[src/rhcc_pkg.sv]
// rhcc_pkg: shared types and constants for the rgb565 hsl color classifier
// no dependencies; imported by every module of the block
`timescale 1ns / 1ps
`default_nettype none

package rhcc_pkg;

  // field widths
  localparam int PIX_W      = 16;
  localparam int CH_W       = 8;
  localparam int SUM_W      = 9;
  localparam int HUE_NUM_W  = 14;
  localparam int SAT_NUM_W  = 16;
  localparam int Q_W        = 8;
  localparam int CFG_IDX_W  = 3;

  // scale constants
  localparam logic [7:0]  SCALE_MAX = 8'd240;
  localparam logic [7:0]  HUE_STEP  = 8'd40;
  localparam logic [7:0]  HUE_GREEN = 8'd80;
  localparam logic [7:0]  HUE_BLUE  = 8'd160;
  localparam logic [7:0]  LUM_HALF  = 8'd120;
  localparam logic [8:0]  SAT_SPAN  = 9'd480;
  // x*16/17 done as multiply by floor(65535/17) then one correction
  localparam logic [12:0] LUM_DIV   = 13'd17;
  localparam logic [11:0] LUM_RECIP = 12'd3855;

  // config register indexes
  localparam logic [CFG_IDX_W-1:0] REG_HUE_LOW  = 3'd0;
  localparam logic [CFG_IDX_W-1:0] REG_HUE_HIGH = 3'd1;
  localparam logic [CFG_IDX_W-1:0] REG_SAT_LOW  = 3'd2;
  localparam logic [CFG_IDX_W-1:0] REG_SAT_HIGH = 3'd3;
  localparam logic [CFG_IDX_W-1:0] REG_LUM_LOW  = 3'd4;
  localparam logic [CFG_IDX_W-1:0] REG_LUM_HIGH = 3'd5;

  typedef enum logic [1:0] {
    MAX_RED,
    MAX_GREEN,
    MAX_BLUE
  } max_sel_t;

  typedef struct packed {
    logic [7:0] hue_low;
    logic [7:0] hue_high;
    logic [7:0] sat_low;
    logic [7:0] sat_high;
    logic [7:0] lum_low;
    logic [7:0] lum_high;
  } cfg_t;

  // flags and values that ride alongside the dividers
  typedef struct packed {
    logic       grey;
    logic       neg;
    max_sel_t   sel;
    logic       sat_zero;
    logic       sat_ovf;
    logic [7:0] lum;
  } side_t;

  typedef struct packed {
    logic [HUE_NUM_W-1:0] hue_num;
    logic [CH_W-1:0]      hue_den;
    logic [SAT_NUM_W-1:0] sat_num;
    logic [SUM_W-1:0]     sat_den;
    side_t                side;
  } div_in_t;

  typedef struct packed {
    logic [HUE_NUM_W-1:0] h_rem;
    logic [CH_W-1:0]      h_den;
    logic [Q_W-1:0]       h_q;
    logic [SAT_NUM_W-1:0] s_rem;
    logic [SUM_W-1:0]     s_den;
    logic [Q_W-1:0]       s_q;
    side_t                side;
  } div_stage_t;

  typedef struct packed {
    logic [Q_W-1:0] hue_q;
    logic [Q_W-1:0] sat_q;
    side_t          side;
  } div_out_t;

endpackage

`default_nettype wire

[src/rhcc_front.sv]
// rhcc_front: byte swap, channel expansion, max/min, luminance and divider operands
// five register stages; uses rhcc_pkg
`timescale 1ns / 1ps
`default_nettype none

module rhcc_front (
  input  wire logic                        clk,
  input  wire logic                        rst,
  input  wire logic                        in_valid,
  input  wire logic [rhcc_pkg::PIX_W-1:0]  pixel_word,
  output logic                             out_valid,
  output rhcc_pkg::div_in_t                out_word
);
  import rhcc_pkg::*;

  // stage 1: swapped and expanded channels
  logic [PIX_W-1:0] swapped;
  logic             v1;
  logic [CH_W-1:0]  r1, g1, b1;

  // stage 2: extremes and hue difference
  logic [CH_W-1:0]  mx, mn, mag;
  logic [CH_W:0]    dif;
  max_sel_t         sel;
  logic             v2, neg2;
  logic [CH_W-1:0]  d2, mag2;
  logic [SUM_W-1:0] sum2;
  max_sel_t         sel2;

  // stage 3: numerators and reciprocal product
  logic [24:0]          prod;
  logic                 v3, neg3, grey3;
  logic [HUE_NUM_W-1:0] hue_num3;
  logic [SAT_NUM_W-1:0] sat_num3;
  logic [SUM_W-1:0]     q03, sum3;
  logic [CH_W-1:0]      d3;
  max_sel_t             sel3;

  // stage 4: luminance
  logic [12:0]          m17, lrem;
  logic [SUM_W-1:0]     lq;
  logic                 v4, neg4, grey4;
  logic [7:0]           lum4;
  logic [HUE_NUM_W-1:0] hue_num4;
  logic [SAT_NUM_W-1:0] sat_num4;
  logic [SUM_W-1:0]     sum4;
  logic [CH_W-1:0]      d4;
  max_sel_t             sel4;

  // stage 5: saturation divisor
  logic [SUM_W-1:0] sden;
  logic             szero, sovf;

  assign swapped = {pixel_word[7:0], pixel_word[15:8]};

  always_ff @(posedge clk) begin
    if (rst) begin
      v1 <= 1'b0;
    end else begin
      v1 <= in_valid;
    end
    r1 <= {swapped[15:11], 3'b000};
    g1 <= {swapped[10:5], 2'b00};
    b1 <= {swapped[4:0], 3'b000};
  end

  always_comb begin
    mx = r1;
    if (g1 > mx) mx = g1;
    if (b1 > mx) mx = b1;
    mn = r1;
    if (g1 < mn) mn = g1;
    if (b1 < mn) mn = b1;
    // ties go to red, then green
    priority if (mx == r1) begin
      sel = MAX_RED;
    end else if (mx == g1) begin
      sel = MAX_GREEN;
    end else begin
      sel = MAX_BLUE;
    end
    unique case (sel)
      MAX_RED:   dif = {1'b0, g1} - {1'b0, b1};
      MAX_GREEN: dif = {1'b0, b1} - {1'b0, r1};
      MAX_BLUE:  dif = {1'b0, r1} - {1'b0, g1};
      default:   dif = '0;
    endcase
    mag = dif[CH_W] ? CH_W'(-dif) : dif[CH_W-1:0];
  end

  always_ff @(posedge clk) begin
    if (rst) begin
      v2 <= 1'b0;
    end else begin
      v2 <= v1;
    end
    d2   <= mx - mn;
    sum2 <= {1'b0, mx} + {1'b0, mn};
    mag2 <= mag;
    neg2 <= dif[CH_W];
    sel2 <= sel;
  end

  assign prod = 25'({sum2, 4'b0000}) * 25'(LUM_RECIP);

  always_ff @(posedge clk) begin
    if (rst) begin
      v3 <= 1'b0;
    end else begin
      v3 <= v2;
    end
    // 40x as shift and add, 240x as shift and subtract
    hue_num3 <= (HUE_NUM_W'(mag2) << 5) + (HUE_NUM_W'(mag2) << 3);
    sat_num3 <= (SAT_NUM_W'(d2) << 8) - (SAT_NUM_W'(d2) << 4);
    q03      <= prod[24:16];
    sum3     <= sum2;
    d3       <= d2;
    grey3    <= (d2 == '0);
    neg3     <= neg2;
    sel3     <= sel2;
  end

  always_comb begin
    m17  = {q03, 4'b0000} + 13'(q03);
    lrem = {sum3, 4'b0000} - m17;
    lq   = (lrem >= LUM_DIV) ? q03 + 9'd1 : q03;
  end

  always_ff @(posedge clk) begin
    if (rst) begin
      v4 <= 1'b0;
    end else begin
      v4 <= v3;
    end
    lum4     <= lq[8:1];
    hue_num4 <= hue_num3;
    sat_num4 <= sat_num3;
    sum4     <= sum3;
    d4       <= d3;
    grey4    <= grey3;
    neg4     <= neg3;
    sel4     <= sel3;
  end

  always_comb begin
    szero = 1'b0;
    sden  = '0;
    priority if (grey4 || lum4 == '0) begin
      szero = 1'b1;
    end else if (lum4 <= LUM_HALF) begin
      sden = sum4;
    end else if (sum4 >= SAT_SPAN) begin
      szero = 1'b1;
    end else begin
      sden = SAT_SPAN - sum4;
    end
    // quotient would not fit in eight bits, so it clamps anyway
    sovf = {1'b0, sat_num4} >= {sden, 8'h00};
  end

  always_ff @(posedge clk) begin
    if (rst) begin
      out_valid <= 1'b0;
    end else begin
      out_valid <= v4;
    end
    out_word.hue_num       <= hue_num4;
    out_word.hue_den       <= d4;
    out_word.sat_num       <= sat_num4;
    out_word.sat_den       <= sden;
    out_word.side.grey     <= grey4;
    out_word.side.neg      <= neg4;
    out_word.side.sel      <= sel4;
    out_word.side.sat_zero <= szero;
    out_word.side.sat_ovf  <= sovf;
    out_word.side.lum      <= lum4;
  end

endmodule

`default_nettype wire

[src/rhcc_div.sv]
// rhcc_div: two restoring dividers side by side, one quotient bit per stage
// hue and saturation lanes share the stage registers; uses rhcc_pkg
`timescale 1ns / 1ps
`default_nettype none

module rhcc_div (
  input  wire logic              clk,
  input  wire logic              rst,
  input  wire logic              in_valid,
  input  wire rhcc_pkg::div_in_t in_word,
  output logic                   out_valid,
  output rhcc_pkg::div_out_t     out_word
);
  import rhcc_pkg::*;

  localparam int HT_W = CH_W + Q_W;
  localparam int ST_W = SUM_W + Q_W;

  div_stage_t       cur  [0:Q_W-1];
  div_stage_t       nxt  [0:Q_W-1];
  div_stage_t       pipe [0:Q_W-1];
  logic             vld  [0:Q_W-1];
  logic [HT_W-1:0]  h_trial [0:Q_W-1];
  logic [ST_W-1:0]  s_trial [0:Q_W-1];
  logic             h_take  [0:Q_W-1];
  logic             s_take  [0:Q_W-1];

  always_comb begin
    cur[0].h_rem = in_word.hue_num;
    cur[0].h_den = in_word.hue_den;
    cur[0].h_q   = '0;
    cur[0].s_rem = in_word.sat_num;
    cur[0].s_den = in_word.sat_den;
    cur[0].s_q   = '0;
    cur[0].side  = in_word.side;
    for (int s = 1; s < Q_W; s++) begin
      cur[s] = pipe[s-1];
    end
    // stage s decides quotient bit Q_W-1-s
    for (int s = 0; s < Q_W; s++) begin
      h_trial[s] = HT_W'(cur[s].h_den) << (Q_W - 1 - s);
      s_trial[s] = ST_W'(cur[s].s_den) << (Q_W - 1 - s);
      h_take[s]  = HT_W'(cur[s].h_rem) >= h_trial[s];
      s_take[s]  = ST_W'(cur[s].s_rem) >= s_trial[s];
      nxt[s]       = cur[s];
      nxt[s].h_rem = h_take[s] ? cur[s].h_rem - h_trial[s][HUE_NUM_W-1:0] : cur[s].h_rem;
      nxt[s].s_rem = s_take[s] ? cur[s].s_rem - s_trial[s][SAT_NUM_W-1:0] : cur[s].s_rem;
      nxt[s].h_q   = cur[s].h_q | (Q_W'(h_take[s]) << (Q_W - 1 - s));
      nxt[s].s_q   = cur[s].s_q | (Q_W'(s_take[s]) << (Q_W - 1 - s));
    end
  end

  always_ff @(posedge clk) begin
    if (rst) begin
      for (int s = 0; s < Q_W; s++) begin
        vld[s] <= 1'b0;
      end
    end else begin
      vld[0] <= in_valid;
      for (int s = 1; s < Q_W; s++) begin
        vld[s] <= vld[s-1];
      end
    end
    for (int s = 0; s < Q_W; s++) begin
      pipe[s] <= nxt[s];
    end
  end

  assign out_valid      = vld[Q_W-1];
  assign out_word.hue_q = pipe[Q_W-1].h_q;
  assign out_word.sat_q = pipe[Q_W-1].s_q;
  assign out_word.side  = pipe[Q_W-1].side;

endmodule

`default_nettype wire

[src/rhcc_back.sv]
// rhcc_back: hue offset and sign, saturation clamp, window compare, result registers
// two register stages; uses rhcc_pkg
`timescale 1ns / 1ps
`default_nettype none

module rhcc_back (
  input  wire logic               clk,
  input  wire logic               rst,
  input  wire logic               in_valid,
  input  wire rhcc_pkg::div_out_t in_word,
  input  wire rhcc_pkg::cfg_t     cfg,
  output logic                    done,
  output logic [7:0]              hue,
  output logic [7:0]              saturation,
  output logic [7:0]              luminance,
  output logic                    is_match
);
  import rhcc_pkg::*;

  logic [7:0] h, s;
  logic       v1;
  logic [7:0] hue_r, sat_r, lum_r;
  logic       hit;

  always_comb begin
    logic [7:0] q;
    q = in_word.hue_q;
    priority if (in_word.side.grey) begin
      h = '0;
    end else begin
      unique case (in_word.side.sel)
        MAX_RED:   h = in_word.side.neg ? SCALE_MAX - q : q;
        MAX_GREEN: h = in_word.side.neg ? HUE_GREEN - q : HUE_GREEN + q;
        MAX_BLUE:  h = in_word.side.neg ? HUE_BLUE - q : HUE_BLUE + q;
        default:   h = '0;
      endcase
    end
    priority if (in_word.side.sat_zero) begin
      s = '0;
    end else if (in_word.side.sat_ovf || in_word.sat_q > SCALE_MAX) begin
      s = SCALE_MAX;
    end else begin
      s = in_word.sat_q;
    end
  end

  always_ff @(posedge clk) begin
    if (rst) begin
      v1 <= 1'b0;
    end else begin
      v1 <= in_valid;
    end
    hue_r <= h;
    sat_r <= s;
    lum_r <= (in_word.side.lum > SCALE_MAX) ? SCALE_MAX : in_word.side.lum;
  end

  assign hit = hue_r >= cfg.hue_low && hue_r <= cfg.hue_high &&
               sat_r >= cfg.sat_low && sat_r <= cfg.sat_high &&
               lum_r >= cfg.lum_low && lum_r <= cfg.lum_high;

  always_ff @(posedge clk) begin
    if (rst) begin
      done <= 1'b0;
    end else begin
      done <= v1;
    end
    hue        <= hue_r;
    saturation <= sat_r;
    luminance  <= lum_r;
    is_match   <= hit;
  end

  a_range: assert property (@(posedge clk) disable iff (rst)
    done |-> hue <= SCALE_MAX && saturation <= SCALE_MAX && luminance <= SCALE_MAX)
    else $error("result outside 0..240");

  // |diff| never exceeds max-min, so the hue quotient stays within one sector
  a_hue_q: assert property (@(posedge clk) disable iff (rst)
    in_valid && !in_word.side.grey |-> in_word.hue_q <= HUE_STEP)
    else $error("hue quotient above sector width");

  a_grey: assert property (@(posedge clk) disable iff (rst)
    in_valid && in_word.side.grey |=> hue_r == '0 && sat_r == '0)
    else $error("grey pixel with nonzero hue or saturation");

  a_lat: assert property (@(posedge clk) disable iff (rst)
    done |-> $past(in_valid, 2))
    else $error("result strobe without divider word");

endmodule

`default_nettype wire

[src/rgb565_hsl_color_classifier.sv]
// rgb565_hsl_color_classifier: top level, config registers and the pixel pipeline
// instantiates rhcc_front, rhcc_div, rhcc_back; uses rhcc_pkg
//
//   channel   signals                               handshake
//   pixel     start, busy, pixel_word               start && !busy
//   result    done, hue, saturation, luminance,     done strobe, one cycle
//             is_match
//   config    cfg_valid, cfg_ready, cfg_index,      cfg_valid && cfg_ready
//             cfg_data
//
// one pixel per clock; busy stays low, every cycle may carry a new word
// a result strobes once its pixel has passed 5 front stages,
// 8 divider stages (one quotient bit each) and 2 back stages
// rst (synchronous) empties the pipeline and loads the default windows
// results cannot be held off; nothing in the pipeline ever stalls
`timescale 1ns / 1ps
`default_nettype none

module rgb565_hsl_color_classifier (
  input  wire logic                               clk,
  input  wire logic                               rst,
  input  wire logic                               start,
  output logic                                    busy,
  input  wire logic [rhcc_pkg::PIX_W-1:0]         pixel_word,
  output logic                                    done,
  output logic [7:0]                              hue,
  output logic [7:0]                              saturation,
  output logic [7:0]                              luminance,
  output logic                                    is_match,
  input  wire logic                               cfg_valid,
  output logic                                    cfg_ready,
  input  wire logic [rhcc_pkg::CFG_IDX_W-1:0]     cfg_index,
  input  wire logic [7:0]                         cfg_data
);
  import rhcc_pkg::*;

  cfg_t     cfg;
  logic     f_valid, d_valid;
  div_in_t  f_word;
  div_out_t d_word;

  assign busy      = 1'b0;
  assign cfg_ready = 1'b1;

  always_ff @(posedge clk) begin
    if (rst) begin
      cfg.hue_low  <= 8'd0;
      cfg.hue_high <= 8'd60;
      cfg.sat_low  <= 8'd190;
      cfg.sat_high <= 8'd240;
      cfg.lum_low  <= 8'd32;
      cfg.lum_high <= 8'd132;
    end else if (cfg_valid && cfg_ready) begin
      unique case (cfg_index)
        REG_HUE_LOW:  cfg.hue_low  <= cfg_data;
        REG_HUE_HIGH: cfg.hue_high <= cfg_data;
        REG_SAT_LOW:  cfg.sat_low  <= cfg_data;
        REG_SAT_HIGH: cfg.sat_high <= cfg_data;
        REG_LUM_LOW:  cfg.lum_low  <= cfg_data;
        REG_LUM_HIGH: cfg.lum_high <= cfg_data;
        default: ;
      endcase
    end
  end

  rhcc_front u_front (
    .clk        (clk),
    .rst        (rst),
    .in_valid   (start && !busy),
    .pixel_word (pixel_word),
    .out_valid  (f_valid),
    .out_word   (f_word)
  );

  rhcc_div u_div (
    .clk       (clk),
    .rst       (rst),
    .in_valid  (f_valid),
    .in_word   (f_word),
    .out_valid (d_valid),
    .out_word  (d_word)
  );

  rhcc_back u_back (
    .clk        (clk),
    .rst        (rst),
    .in_valid   (d_valid),
    .in_word    (d_word),
    .cfg        (cfg),
    .done       (done),
    .hue        (hue),
    .saturation (saturation),
    .luminance  (luminance),
    .is_match   (is_match)
  );

endmodule

`default_nettype wire
[config.mk]
export PLATFORM = sky130hd
export DESIGN_NAME = rgb565_hsl_color_classifier
export DESIGN_NICKNAME = d
export VERILOG_FILES = /design/src/rhcc_pkg.sv /design/src/rhcc_front.sv /design/src/rhcc_div.sv /design/src/rhcc_back.sv /design/src/rgb565_hsl_color_classifier.sv
export SDC_FILE = /design/constraint.sdc
export NUM_CORES = 1
export LEC_CHECK = 0
export BUFFER_PORTS_ARGS = -buffer_cell sky130_fd_sc_hd__buf_2
export CAP_MARGIN = 5
export CORE_MARGIN = 5
export CORE_UTILIZATION = 34
export CTS_CLUSTER_DIAMETER = 40
export DETAILED_ROUTE_END_ITERATION = 8
export MAX_ROUTING_LAYER = met4
export PLACE_DENSITY = 0.48
export SKIP_CTS_REPAIR_TIMING = 1
export SLEW_MARGIN = 20
export SYNTH_ARGS = -nofsm -noshare
export SYNTH_HDL_FRONTEND = slang
export SYNTH_HIERARCHICAL = 1
export SYNTH_SLANG_ARGS = --single-unit
[constraint.sdc]
create_clock -name clk -period 5.8 [get_ports clk]
set_input_delay 1.16 -clock clk [delete_from_list [all_inputs] [get_ports clk]]
set_output_delay 1.16 -clock clk [all_outputs]
set_load 0.05 [all_outputs]
Word level (Yosys, flattened, before mapping)
Memory sizes are Yosys's and may differ from the RTL's. A register that Yosys moved wholly into a read port is not among the register bits.
Cells that the tools add are included.
Widths: inputs -> output; s select.
{ "word_totals": {"reg_bits": 327, "latch_bits": 0, "mem_bits_rw": 624, "rom_bits": 0, "inputBits": 31, "out_inout_bits": 28, "elab_cells": 220, "memories": 2} }
{ "classes": {"n_addsub": 33, "mul": 1, "div_mod_pow": 0, "magnitude_cmp": 32, "n_eq_ne": 11, "shift": 0, "muxes": 46, "bitwise": 22, "reduce_logical": 19} }
{ "memory_table": {"columns": ["name", "words", "width", "read_ports", "rd_clocked_by_memory_dff", "wr", "line_no", "source"], "rows": [
  ["u_div.pipe", 8, 77, 8, 0, 8, "rhcc_div.sv:21", "div_stage_t pipe [0:Q_W-1];"],
  ["u_div.vld", 8, 1, 8, 1, 8, "rhcc_div.sv:22", "logic vld [0:Q_W-1];"]
]} }
{ "ops": {"columns": ["operator", "count"], "rows": [
  ["$mux 16", 8],
  ["$mux 14", 8],
  ["$mux 8", 9],
  ["$mux 9", 4],
  ["$sub 16x12->16", 2],
  ["$sub 14x14->14", 2],
  ["$pmux 9 s3", 1],
  ["$sub 8x8->9", 3],
  ["$ge 8x8->1", 3],
  ["$le 8x8->1", 3],
  ["$pmux 8 s3", 1],
  ["$mul 9x12->21 const B", 1],
  ["$ge 16x17->1", 1],
  ["$eq 8x8->1", 2],
  ["$ge 16x10->1", 1],
  ["$ge 16x11->1", 1],
  ["$ge 16x12->1", 1],
  ["$ge 16x13->1", 1],
  ["$ge 16x14->1", 1],
  ["$ge 16x15->1", 1],
  ["$ge 16x16->1", 1],
  ["$ge 16x9->1", 1],
  ["$gt 8x8->1", 2],
  ["$gt 8x8->1 const B", 2],
  ["59 further kinds", 104]
]} }

Depth between registers and ports, before layout
Gate-level depths: netlist of run 1.
{ "logic_depth": {"ltp_word": 11, "ltp_mapped": 26, "depth_no_buf": 24} }

By module
The synthesis of run 1 kept the hierarchy.
{ "by_module_without_submodules": {"columns": ["mod", "n_inst", "cells_per_inst", "area_each_um2", "seq_area_each_um2"], "rows": [
  ["rhcc_div", 1, 1701, 18654.1, 10430.0],
  ["rhcc_front", 1, 797, 8284.2, 3443.3],
  ["rhcc_back", 1, 318, 2861.5, 1021.0],
  ["rgb565_hsl_color_classifier", 1, 184, 1938.1, 960.9]
]} }

Least setup slack after synthesis of run 1
No wires, ideal clock.
{ "synth_timing": {"path_kind": "register to register", "from": "register u_front.g1[4]", "to": "register u_front.mag2[5]", "setup_time_ns": 0.126, "arrival_time_ns": 4.174, "t_required_ns": 5.674, "slack_ns": 1.501, "stages_incl_launch_ff": 20, "n_path_buf": 1, "synth_period_minus_slack_ns": 4.299, "cell_sequence": "dfxtp_1 inv_1 ha_1 o211ai_1 a21oi_2 o21a_1 buf_2 nor2_1 a21oi_1 ha_1 a41oi_1 o21ai_0 a21o_1 o21ai_2 o2111ai_1 a32oi_2 mux2_2 mux2i_1 nor2_1 xnor2_1"} }
{ "synth_between": {"elab_chain_len": 11, "elab_cells_between_ends": 16, "cone_classes": "add/sub: 3; order compare: 2; eq/ne: 4; mux: 6; reduce/logical: 1"} }
{ "synth_lines": {"columns": ["item", "line_no", "source"], "rows": [
  ["from (decl)", "rhcc_front.sv:19", "logic [CH_W-1:0] r1, g1, b1;"],
  ["from (signal assigned)", "rhcc_front.sv:63", "g1 <= {swapped[10:5], 2'b00};"],
  ["$gt 8x8->1", "rhcc_front.sv:69", "if (g1 > mx) mx = g1;"],
  ["$mux 8", "rhcc_front.sv:69", null],
  ["$gt 8x8->1", "rhcc_front.sv:70", "if (b1 > mx) mx = b1;"],
  ["$mux 8", "rhcc_front.sv:70", null],
  ["$eq 8x8->1", "rhcc_front.sv:77", "end else if (mx == g1) begin"],
  ["$mux 2", "rhcc_front.sv:77", null],
  ["$mux 2", "rhcc_front.sv:75", "priority if (mx == r1) begin"],
  ["$eq 2x2->1, or another cell as far along", "rhcc_front.sv:82", "unique case (sel)"],
  ["$pmux 9 s3 *", "rhcc_front.sv:82", null],
  ["$neg 8->8", "rhcc_front.sv:88", "mag = dif[CH_W] ? CH_W'(-dif) : dif[CH_W-1:0];"],
  ["$mux 8 *", "rhcc_front.sv:88", null],
  ["named net u_front.mag[5]", "rhcc_front.sv:22", "logic [CH_W-1:0] mx, mn, mag;"],
  ["to (signal assigned)", "rhcc_front.sv:99", "mag2 <= mag;"],
  ["to (decl)", "rhcc_front.sv:26", "logic [CH_W-1:0] d2, mag2;"]
]} }
Mark *: on every way through the listed nets, which the timed path passes. The rest lies on a longest branch.
A chain may end at the register's enable or synchronous reset.

Final worst setup path of run 1
{ "layout_timing": {"from": "register u_front.g1[6]", "to": "register u_front.mag2[6]"} }
Same word-level chain as after synthesis.

==> results of run 1 <==
-- flip-flops by register name, indices dropped and copies added, names as in the netlist, 7 cells and up --
register,cells
u_back/lum_r,8
u_front/sat_num4,9
u_back/hue,8
u_front/sum2,7
cfg,48
u_div/pipe,513
u_front/lum4,8
u_back/luminance,8
u_front/hue_num4,9
u_back/sat_r,8
u_front/sat_num3,9
u_front/out_word,45
u_front/hue_num3,9
u_front/q03,9
u_div/vld,8
u_back/hue_r,8
u_back/saturation,8
-- cell usage after synthesis, types with 20 or more instances --
| cell type | count |
|---|---|
| mux2i_1 | 91 |
| nand4_1 | 30 |
| ha_1 | 302 |
| a21oi_1 | 156 |
| inv_1 | 330 |
| a21o_1 | 47 |
| o21bai_1 | 20 |
| xor2_1 | 42 |
| nor2b_1 | 56 |
| buf_4 | 21 |
| nand3_1 | 25 |
| dfxtp_1 | 792 |
| nor4_1 | 23 |
| nand2_1 | 99 |
| o21a_1 | 35 |
| nor3_1 | 42 |
| xnor2_1 | 124 |
| nand2b_1 | 70 |
| o21ai_0 | 97 |
| nor2_1 | 191 |
| mux2_2 | 68 |
| fa_1 | 32 |
| clkbuf_1 | 26 |
-- critical path, stage by stage (launching register included) --
cell      delay [ps]
dfxtp_1          490
inv_1            160
ha_1             410
o211ai_1         140
a21oi_2          260
o21a_2           330
nor2_1            60
a21oi_1          240
ha_1             310
a41oi_1          190
o21ai_0          170
a21o_1           290
nand2_2          250
mux2i_1          410
xnor2_1          180
nor4_4           280
buf_4            240
nand2b_1         150
nand2_1           90
ha_1             220
a31oi_1          170
xnor2_1          130
-- metal layers --
layer	up-vias	global-route usage (%)	share of wire [%]
li1	10500	-	-
met1	9211	16.1	47
met2	284	21.1	46
met3	161	2.71	3.7
met4	0	4.96	3.4
met5	-	-	0
-- kinds of logic (layout without fill, tap and decap cells) --
logic type	after synthesis	after routing
adder cells (fa/ha/maj)	334	334
multiplexers	161	161
flip-flops	792	792
other	4	18
XOR/XNOR	166	166
AND/OR/NAND/NOR	635	635
buffers and inverters	390	612
AO/OA/AOI/OAI	518	518
-- path summary, 6_finish.rpt --
kind                         startpoint                       end  cells past startpoint
max               u_front/g1[6]$_DFF_P_   u_front/mag2[6]$_DFF_P_                     21
min          u_div/pipe[0][231]$_DFF_P_  u_div/pipe[1][0]$_DFF_P_                      0
max reg2reg       u_front/g1[6]$_DFF_P_   u_front/mag2[6]$_DFF_P_                     21
min reg2reg  u_div/pipe[0][231]$_DFF_P_  u_div/pipe[1][0]$_DFF_P_                      0
-- final cells by class --
cell class | count | area, um2 | area share, %
clock buffer | 133 | 3050 | 8.13
timing repair buffer | 66 | 355 | 0.946
sequential | 792 | 15900 | 42.2
clock inverter | 83 | 1100 | 2.92
multi-input combinational | 1832 | 14400 | 38.3
inverter | 330 | 1240 | 3.30
tap | 1254 | 1570 | 4.18
-- per-stage QoR --
step	cells	area (um2)	worst slack [ps]
after floorplan	3014	31800	1500
after global placement	4274	33400	290
after detailed placement	4274	33400	215
after CTS	4490	37500	189
after global routing	4490	37500	91.8
final	4490	37500	557
==> impl_metrics.tcl, run 1 <==
set metrics [dict create \
    status "complete, no violations" \
    cts_tree "yes" \
    numPortBuffers 56 \
    grt_pass1_vias 20700 \
    muxShareOfSynthArea_pct 5.37 \
    synth_area_per_cell_um2 10.6 \
    final_common_cell "dfxtp_1" \
    cts_root_buf "clkbuf_16" \
    synthAdderAreaFrac_pct 13.9 \
    hold_viol 0 \
    startpoint_type "flip-flop" \
    slew_viol_final 0 \
    final_layout_size_suffix_gt1_share_pct 12.2 \
    dieArea_um2 99600 \
    cts_sinks 792 \
    initial_core_util_pct 34.1 \
    numCtsBuffers 114 \
    slew-limit-headroom_pct 42.9 \
    post-route-drc-count 0 \
    synth-simple-area-share_pct 10.5 \
    place.detailed.hpwl_um 48600 \
    max_freq_mhz 191 \
    hold_class "flip-flop to flip-flop" \
    synth_compound_area_share_pct 10.7 \
    yosysSeqAreaShare_pct 50.0 \
    die_h_um 316 \
    grt_first_pass_wirelength_um 104000 \
    yosys_warnings 6 \
    n_antenna_cell 0 \
    cap_violations 0 \
    drt_iter0_markers 899 \
    synthArstFlopShare_pct 0 \
    vias 20200 \
    die_w_um 316 \
    gr-total-overflow 0 \
    insertion_delay_ps 680 \
    syn_inst 3000 \
    routed_wirelength_um 63300 \
    antenna_found_initial 0 \
    grtUsageTotal_pct 13.0 \
    cp-end-kind "flip-flop" \
    worstPathMaxFanout 12 \
    utilization_pct 40.4 \
    tightest_slew_ps 856 \
    pin_count 59 \
    rrSetupSlack_ps 560 \
    final_cell_mix "792 x dfxtp_1, 330 x inv_1, 302 x ha_1, 191 x nor2_1, 156 x a21oi_1" \
    synth_seq_cells 792 \
    synth-xor-area-share_pct 4.58 \
    crit_type "flip-flop to flip-flop" \
    ys_types 97 \
    rsz0062_at_grt "no" \
    synthFlopType "dfxtp_1" \
    core_um2 93000 \
    rows 112 \
    synth_edf_count 0 \
    setup_tns_ps 0 \
    synth_top_area_share_pct 50.0 \
    h-tree-depth 3 \
    wire_per_inst_um 14.1 \
    worstPathRequired_ps 6420 \
    ant_nets 0 \
    gp_congestion 0.879 \
    setup_viol 0 \
    drt_first_pass_iters 5 \
    finalCritPeriodShare_pct 90.4 \
    final_nets 3501 \
    yosys-top-cells-area "dfxtp_1 50%, ha_1 12%, inv_1 3.9%, xnor2_1 3.4%, mux2i_1 2.9%" \
    skew_ps 19.4 \
    arrival_ps 5860 \
    period_minus_slack_ps 5240 \
    clockBufferDepth 3 \
    yosys.area.top_type "dfxtp_1" \
    whs_ps 315 \
    path_clk_slew_ps 60 \
    grt_max_degree 45 \
    vias_per_cell 4.49 \
    synth_top_family_by_area "adder cells" \
    area_delta_synth_final_pct 18.3 \
    synthesis.area_um2 31700 \
    fill_cells 8997 \
]
Power of run 1 is not shown: default switching activity piles up to over one toggle a cycle in this logic, so the estimate is an artifact.
==> run 2, diff against run 1 <==
--- a/config.mk
+++ b/config.mk
@@ -5,14 +5,15 @@
 export SDC_FILE = /design/constraint.sdc
 export NUM_CORES = 1
 export LEC_CHECK = 0
-export BUFFER_PORTS_ARGS = -buffer_cell sky130_fd_sc_hd__buf_2
 export CAP_MARGIN = 5
+export CORE_ASPECT_RATIO = 1.2
 export CORE_MARGIN = 5
 export CORE_UTILIZATION = 34
 export CTS_CLUSTER_DIAMETER = 40
 export DETAILED_ROUTE_END_ITERATION = 8
+export DONT_BUFFER_PORTS = 1
 export MAX_ROUTING_LAYER = met4
-export PLACE_DENSITY = 0.48
+export PLACE_DENSITY = 0.5
 export SKIP_CTS_REPAIR_TIMING = 1
 export SLEW_MARGIN = 20
 export SYNTH_ARGS = -nofsm -noshare
==> constraint.sdc (replaced) <==
create_clock -name clk -period 4.3 [get_ports clk]
set_input_delay 0.86 -clock clk [delete_from_list [all_inputs] [get_ports clk]]
set_output_delay 0.86 -clock clk [all_outputs]
set_load 0.05 [all_outputs]
==> run 2 against run 1 <==
  * Clock-buffer cell count shrank 4
  * Core utilization up 0.50 points
  * Sequential share of layout area decreased by 0.26 points
  * First-iteration DRC count fell by 27%
  * Worst hold slack worse by 74 ps
  * Maximum frequency rose by 29%
  * Design area rose by 0.64%
  * Critical endpoint is now u_front/d2[7]$_DFF_P_
==> impl_metrics.tcl, run 2 (same netlist as run 1, synthesis figures left out) <==
set metrics [dict create \
    grtUsageTotal_pct 12.4 \
    slowest_stage "mux2_4" \
    place.detailed.hpwl_um 45900 \
    cp-end-kind "flip-flop" \
    postPlaceCellArea_um2 33400 \
    r2r_cells 24 \
    post-route-drc-count 0 \
    gp_congestion 0.871 \
    slew-limit-headroom_pct 40.0 \
    cap_violations 0 \
    final_cell_mix "791 x dfxtp_1, 328 x inv_1, 299 x ha_1, 187 x nor2_1, 150 x a21oi_1" \
    crit_start "u_front/g1[3]$_DFF_P_" \
    status "complete, no violations" \
    ant_nets 0 \
    period_minus_slack_ps 4070 \
    min-delay-start "pixel_word[8]" \
    startpoint_type "flip-flop" \
    crit_type "flip-flop to flip-flop" \
    drt_first_pass_iters 5 \
    r2r-end "u_front/d2[7]$_DFF_P_" \
    die_w_um 289 \
    hold_path_end "u_front/b1[3]$_DFF_P_" \
    numCtsBuffers 116 \
    clockBufferDepth 3 \
    final_layout_size_suffix_gt1_share_pct 12.9 \
    fill_cells 9031 \
    final_common_cell "dfxtp_1" \
    largest_register "u_div/pipe" \
    grt_max_degree 79 \
    cts_tree "yes" \
    cts_root_buf "clkbuf_16" \
    hold_class "input pin to flip-flop" \
    antenna_found_initial 1 \
    hold_viol 0 \
    insertion_delay_ps 650 \
    arrival_ps 4650 \
    largest_register_ffs 513 \
    max_freq_mhz 246 \
    slew_viol_final 0 \
    worstPathCellList "inv_1 -> ha_1 -> nand2b_1 -> a21oi_2 -> o21ai_2 -> buf_4 -> buf_4 -> nor2_4 -> mux2i_2 -> ha_1 -> a21o_1 -> a21o_1 -> a21oi_2 -> o21ai_4 -> mux2_4 -> ha_1 -> nor2_1 -> nor2_1 -> nor2_1 -> nor2_1 -> nor2_1 -> nor2_1 -> nor2_1 -> xor2_1" \
    use_met1_pct 13.7 \
    die_h_um 345 \
    h-tree-depth 3 \
    core_um2 92500 \
    cpMostUsedCell "nor2_1" \
    gr-total-overflow 0 \
    grt_use_met2_pct 22.0 \
    utilization_pct 40.8 \
    n_antenna_cell 0 \
    area_delta_synth_final_pct 19.1 \
    initial_core_util_pct 34.3 \
    busiest_layer "met2" \
    dieArea_um2 99600 \
    pin_count 59 \
    numPortBuffers 0 \
    rrSetupSlack_ps 230 \
    vias_per_cell 4.47 \
    path_clk_slew_ps 60 \
    finalCritPeriodShare_pct 94.7 \
    cts_sinks 792 \
    min_path_cells 0 \
    wire_per_inst_um 13.5 \
    routed_wirelength_um 60500 \
    r2r_start "u_front/g1[3]$_DFF_P_" \
    worstPathMaxFanout 6 \
    met3_usage_pct 2.56 \
    whs_ps 241 \
    critical_path.max_stage_delay_ps 340 \
    rows 122 \
    worstPathRequired_ps 4880 \
    skew_ps 18.4 \
    grt_pass1_vias 20200 \
    grt_first_pass_wirelength_um 99000 \
    design_area_um2 37800 \
    drt_iter0_markers 655 \
    setup_viol 0 \
    vias 20000 \
    reg_top3 "u_div/pipe x513, cfg x48, u_front/out_word x45" \
    tightest_slew_ps 893 \
    final_nets 3492 \
]
## run 2: layout make-up
| cell class | count | area [um2] | area share [%] |
|---|---|---|---|
| Clock inverter | 91 | 1070 | 2.84 |
| Inverter | 330 | 1240 | 3.28 |
| Sequential cell | 792 | 15900 | 42.0 |
| Multi-Input combinational cell | 1832 | 14500 | 38.5 |
| Timing Repair Buffer | 55 | 455 | 1.21 |
| Clock buffer | 129 | 3080 | 8.14 |
| Tap cell | 1240 | 1550 | 4.11 |
## run 2: how the worst max path moves through the flow
stage	cells past startpoint	end	slack (ps)
detailed placement	21	u_front/mag2[6]$_DFF_P_	-1
floorplan	19	u_front/mag2[5]$_DFF_P_	0.7
finish	24	u_front/d2[7]$_DFF_P_	230
CTS	21	u_front/mag2[6]$_DFF_P_	-40
global route	24	u_front/d2[7]$_DFF_P_	-10
global placement	21	u_front/mag2[6]$_DFF_P_	60
## run 2: per-stage QoR
stage	setup WS (ps)	setup TNS, ps	instances
finish	229	0	4469
CTS	-35.9	-67.4	4456
detailed placement	-1.18	-1.18	4236
global placement	61.7	0	4236
floorplan	0.659	0	3014
global route	-12.6	-14.1	4469
## run 2: routing by layer
metal	wire length [um]	vias to the layer above	share of wire [%]
li1	-	10500	-
met1	26000	9023	43
met2	30300	289	50
met3	2310	129	3.8
met4	1860	0	3.1
met5	0	-	0
## run 2: worst max-delay path: cells and delay by family (launching register included)
kind,cells,cell delay [ps]
muxes,2,600
xor gates and xnor gates,1,140
adders and majority gates,3,740
AOI/OAI and AO/OA,6,1030
and+or+nand+nor,9,850
DFF,1,320
buffers and inverters,3,330
Power of run 2 is left out for the same reason.
==> run 3, diff against run 2 <==
--- a/config.mk
+++ b/config.mk
@@ -13,8 +13,9 @@
 export DETAILED_ROUTE_END_ITERATION = 8
 export DONT_BUFFER_PORTS = 1
 export MAX_ROUTING_LAYER = met4
-export PLACE_DENSITY = 0.5
+export PLACE_DENSITY = 0.48
 export SKIP_CTS_REPAIR_TIMING = 1
+export SKIP_LAST_GASP = 1
 export SLEW_MARGIN = 20
 export SYNTH_ARGS = -nofsm -noshare
 export SYNTH_HDL_FRONTEND = slang
==> constraint.sdc (replaced) <==
create_clock -name clk -period 4.6 [get_ports clk]
set_input_delay 0.92 -clock clk [delete_from_list [all_inputs] [get_ports clk]]
set_output_delay 0.92 -clock clk [all_outputs]
set_load 0.05 [all_outputs]
==> run 3 against run 2 <==
  * Non-clock buffer count shrank 22
  * Register-to-register slack better by 60 ps
  * Core utilization decreased by 0.51 points
  * Routed wire length is 5.8% higher
  * Die area is the same
  * Flip-flop and latch count is the same
  * Maximum frequency shrank 5.5%
  * Global-route usage rose by 0.73 points
  * Highest routed layer unchanged
==> impl_metrics.tcl, run 3 (same netlist as run 1, synthesis figures left out) <==
set metrics [dict create \
    grt_max_degree 79 \
    rsz0062_at_grt "no" \
    max_freq_mhz 232 \
    wire_per_inst_um 14.5 \
    gr-total-overflow 0 \
    numPortBuffers 0 \
    cap_violations 0 \
    final_cell_mix "792 x dfxtp_1, 330 x inv_1, 301 x ha_1, 190 x nor2_1, 154 x a21oi_1" \
    startpoint_type "flip-flop" \
    drt_iter0_markers 801 \
    r2r-end "u_front/sum2[8]$_DFF_P_" \
    final_common_cell "dfxtp_1" \
    h-tree-depth 3 \
    grt_first_pass_wirelength_um 104000 \
    cp-end-kind "flip-flop" \
    vias_per_cell 4.61 \
    cts_tree "yes" \
    min_path_cells 0 \
    hold_path_end "u_front/g1[4]$_DFF_P_" \
    status "complete, no violations" \
    rrSetupSlack_ps 290 \
    final_layout_size_suffix_gt1_share_pct 11.0 \
    gp_congestion 0.869 \
    path_clk_slew_ps 60 \
    worstPathMaxFanout 10 \
    n_antenna_cell 0 \
    period_minus_slack_ps 4310 \
    finalCritPeriodShare_pct 93.7 \
    post-route-drc-count 0 \
    pin_count 59 \
    die_h_um 345 \
    hold_class "input pin to flip-flop" \
    arrival_ps 4910 \
    tightest_slew_ps 875 \
    initial_core_util_pct 34.3 \
    met3_usage_pct 2.46 \
    insertion_delay_ps 660 \
    final_nets 3460 \
    area_delta_synth_final_pct 17.6 \
    cts_root_buf "clkbuf_16" \
    r2r_cells 21 \
    reg_top3 "u_div/pipe x513, cfg x48, u_front/out_word x45" \
    largest_register "u_div/pipe" \
    routed_wirelength_um 64100 \
    die_w_um 289 \
    worstPathRequired_ps 5200 \
    dieArea_um2 99600 \
    numCtsBuffers 106 \
    min-delay-start "pixel_word[15]" \
    fill_cells 8862 \
    vias 20400 \
    antenna_found_initial 4 \
    slew-limit-headroom_pct 41.5 \
    place.detailed.hpwl_um 49100 \
    core_um2 92500 \
    largest_register_ffs 513 \
    drt_first_pass_iters 5 \
    use_met1_pct 14.0 \
    slew_viol_final 0 \
    design_area_um2 37300 \
    r2r_start "u_front/g1[6]$_DFF_P_" \
    hold_viol 0 \
    cts_sinks 792 \
    setup_tns_ps 0 \
    clockBufferDepth 3 \
    postPlaceCellArea_um2 33300 \
    crit_start "u_front/g1[6]$_DFF_P_" \
    grt_use_met2_pct 23.6 \
    grtUsageTotal_pct 13.1 \
    grt_pass1_vias 21200 \
    busiest_layer "met2" \
    ant_nets 0 \
    rows 122 \
    setup_viol 0 \
    skew_ps 20.7 \
    crit_type "flip-flop to flip-flop" \
]
-- run 3: cell type report --
type                       count  area (um2)  area share (%)
clock buffer                 136        3020            8.09
multi-input combinational   1832       14400            38.7
sequential                   792       15900            42.5
timing repair buffer          33         260           0.697
tap                         1240        1550            4.16
clock inverter                63         943            2.53
inverter                     330        1240            3.32
-- run 3: stage by stage --
step | utilization [%] | hold WS, ps | cells | worst slack (ps)
finish | 40.3 | 286 | 4426 | 291
global route | 40.3 | 236 | 4426 | 27.3
CTS | 40.3 | 215 | 4424 | 105
detailed placement | 36.0 | 312 | 4225 | 110
global placement | 36.0 | 310 | 4225 | 164
floorplan | - | 310 | 3014 | 301
-- run 3: routing by layer --
metal,share of wire [%],up-vias
met5,0,-
met2,51,337
met1,41,9469
li1,-,10400
met3,4.0,167
met4,3.7,0
-- run 3: how the worst max path moves through the flow --
stage / end / slack, ps / depth (start not counted)
2_1_floorplan: u_front/mag2[5]$_DFF_P_ / 300 / 19
3_3_place_gp: u_front/mag2[6]$_DFF_P_ / 160 / 21
3_5_place_dp: u_front/d2[7]$_DFF_P_ / 110 / 25
4_1_cts: u_front/mag2[6]$_DFF_P_ / 110 / 21
5_1_grt: u_front/mag2[6]$_DFF_P_ / 30 / 22
6_report: u_front/sum2[8]$_DFF_P_ / 290 / 21
-- run 3: critical path: stages (launching register included) --
cell and delay [ps]:
dfxtp_1 320, inv_1 80, ha_2 390, o211ai_1 110
a21oi_2 160, buf_4 160, o21ai_4 70, buf_4 160
nor2_2 170, buf_4 190, mux2i_2 270, ha_1 160
a21o_1 120, a21oi_2 70, o21ai_4 370, mux2_2 410
fa_1 430, inv_1 80, a21oi_1 70, o21bai_1 220
a21o_1 150, a21o_1 100
Power of run 3 is left out for the same reason.
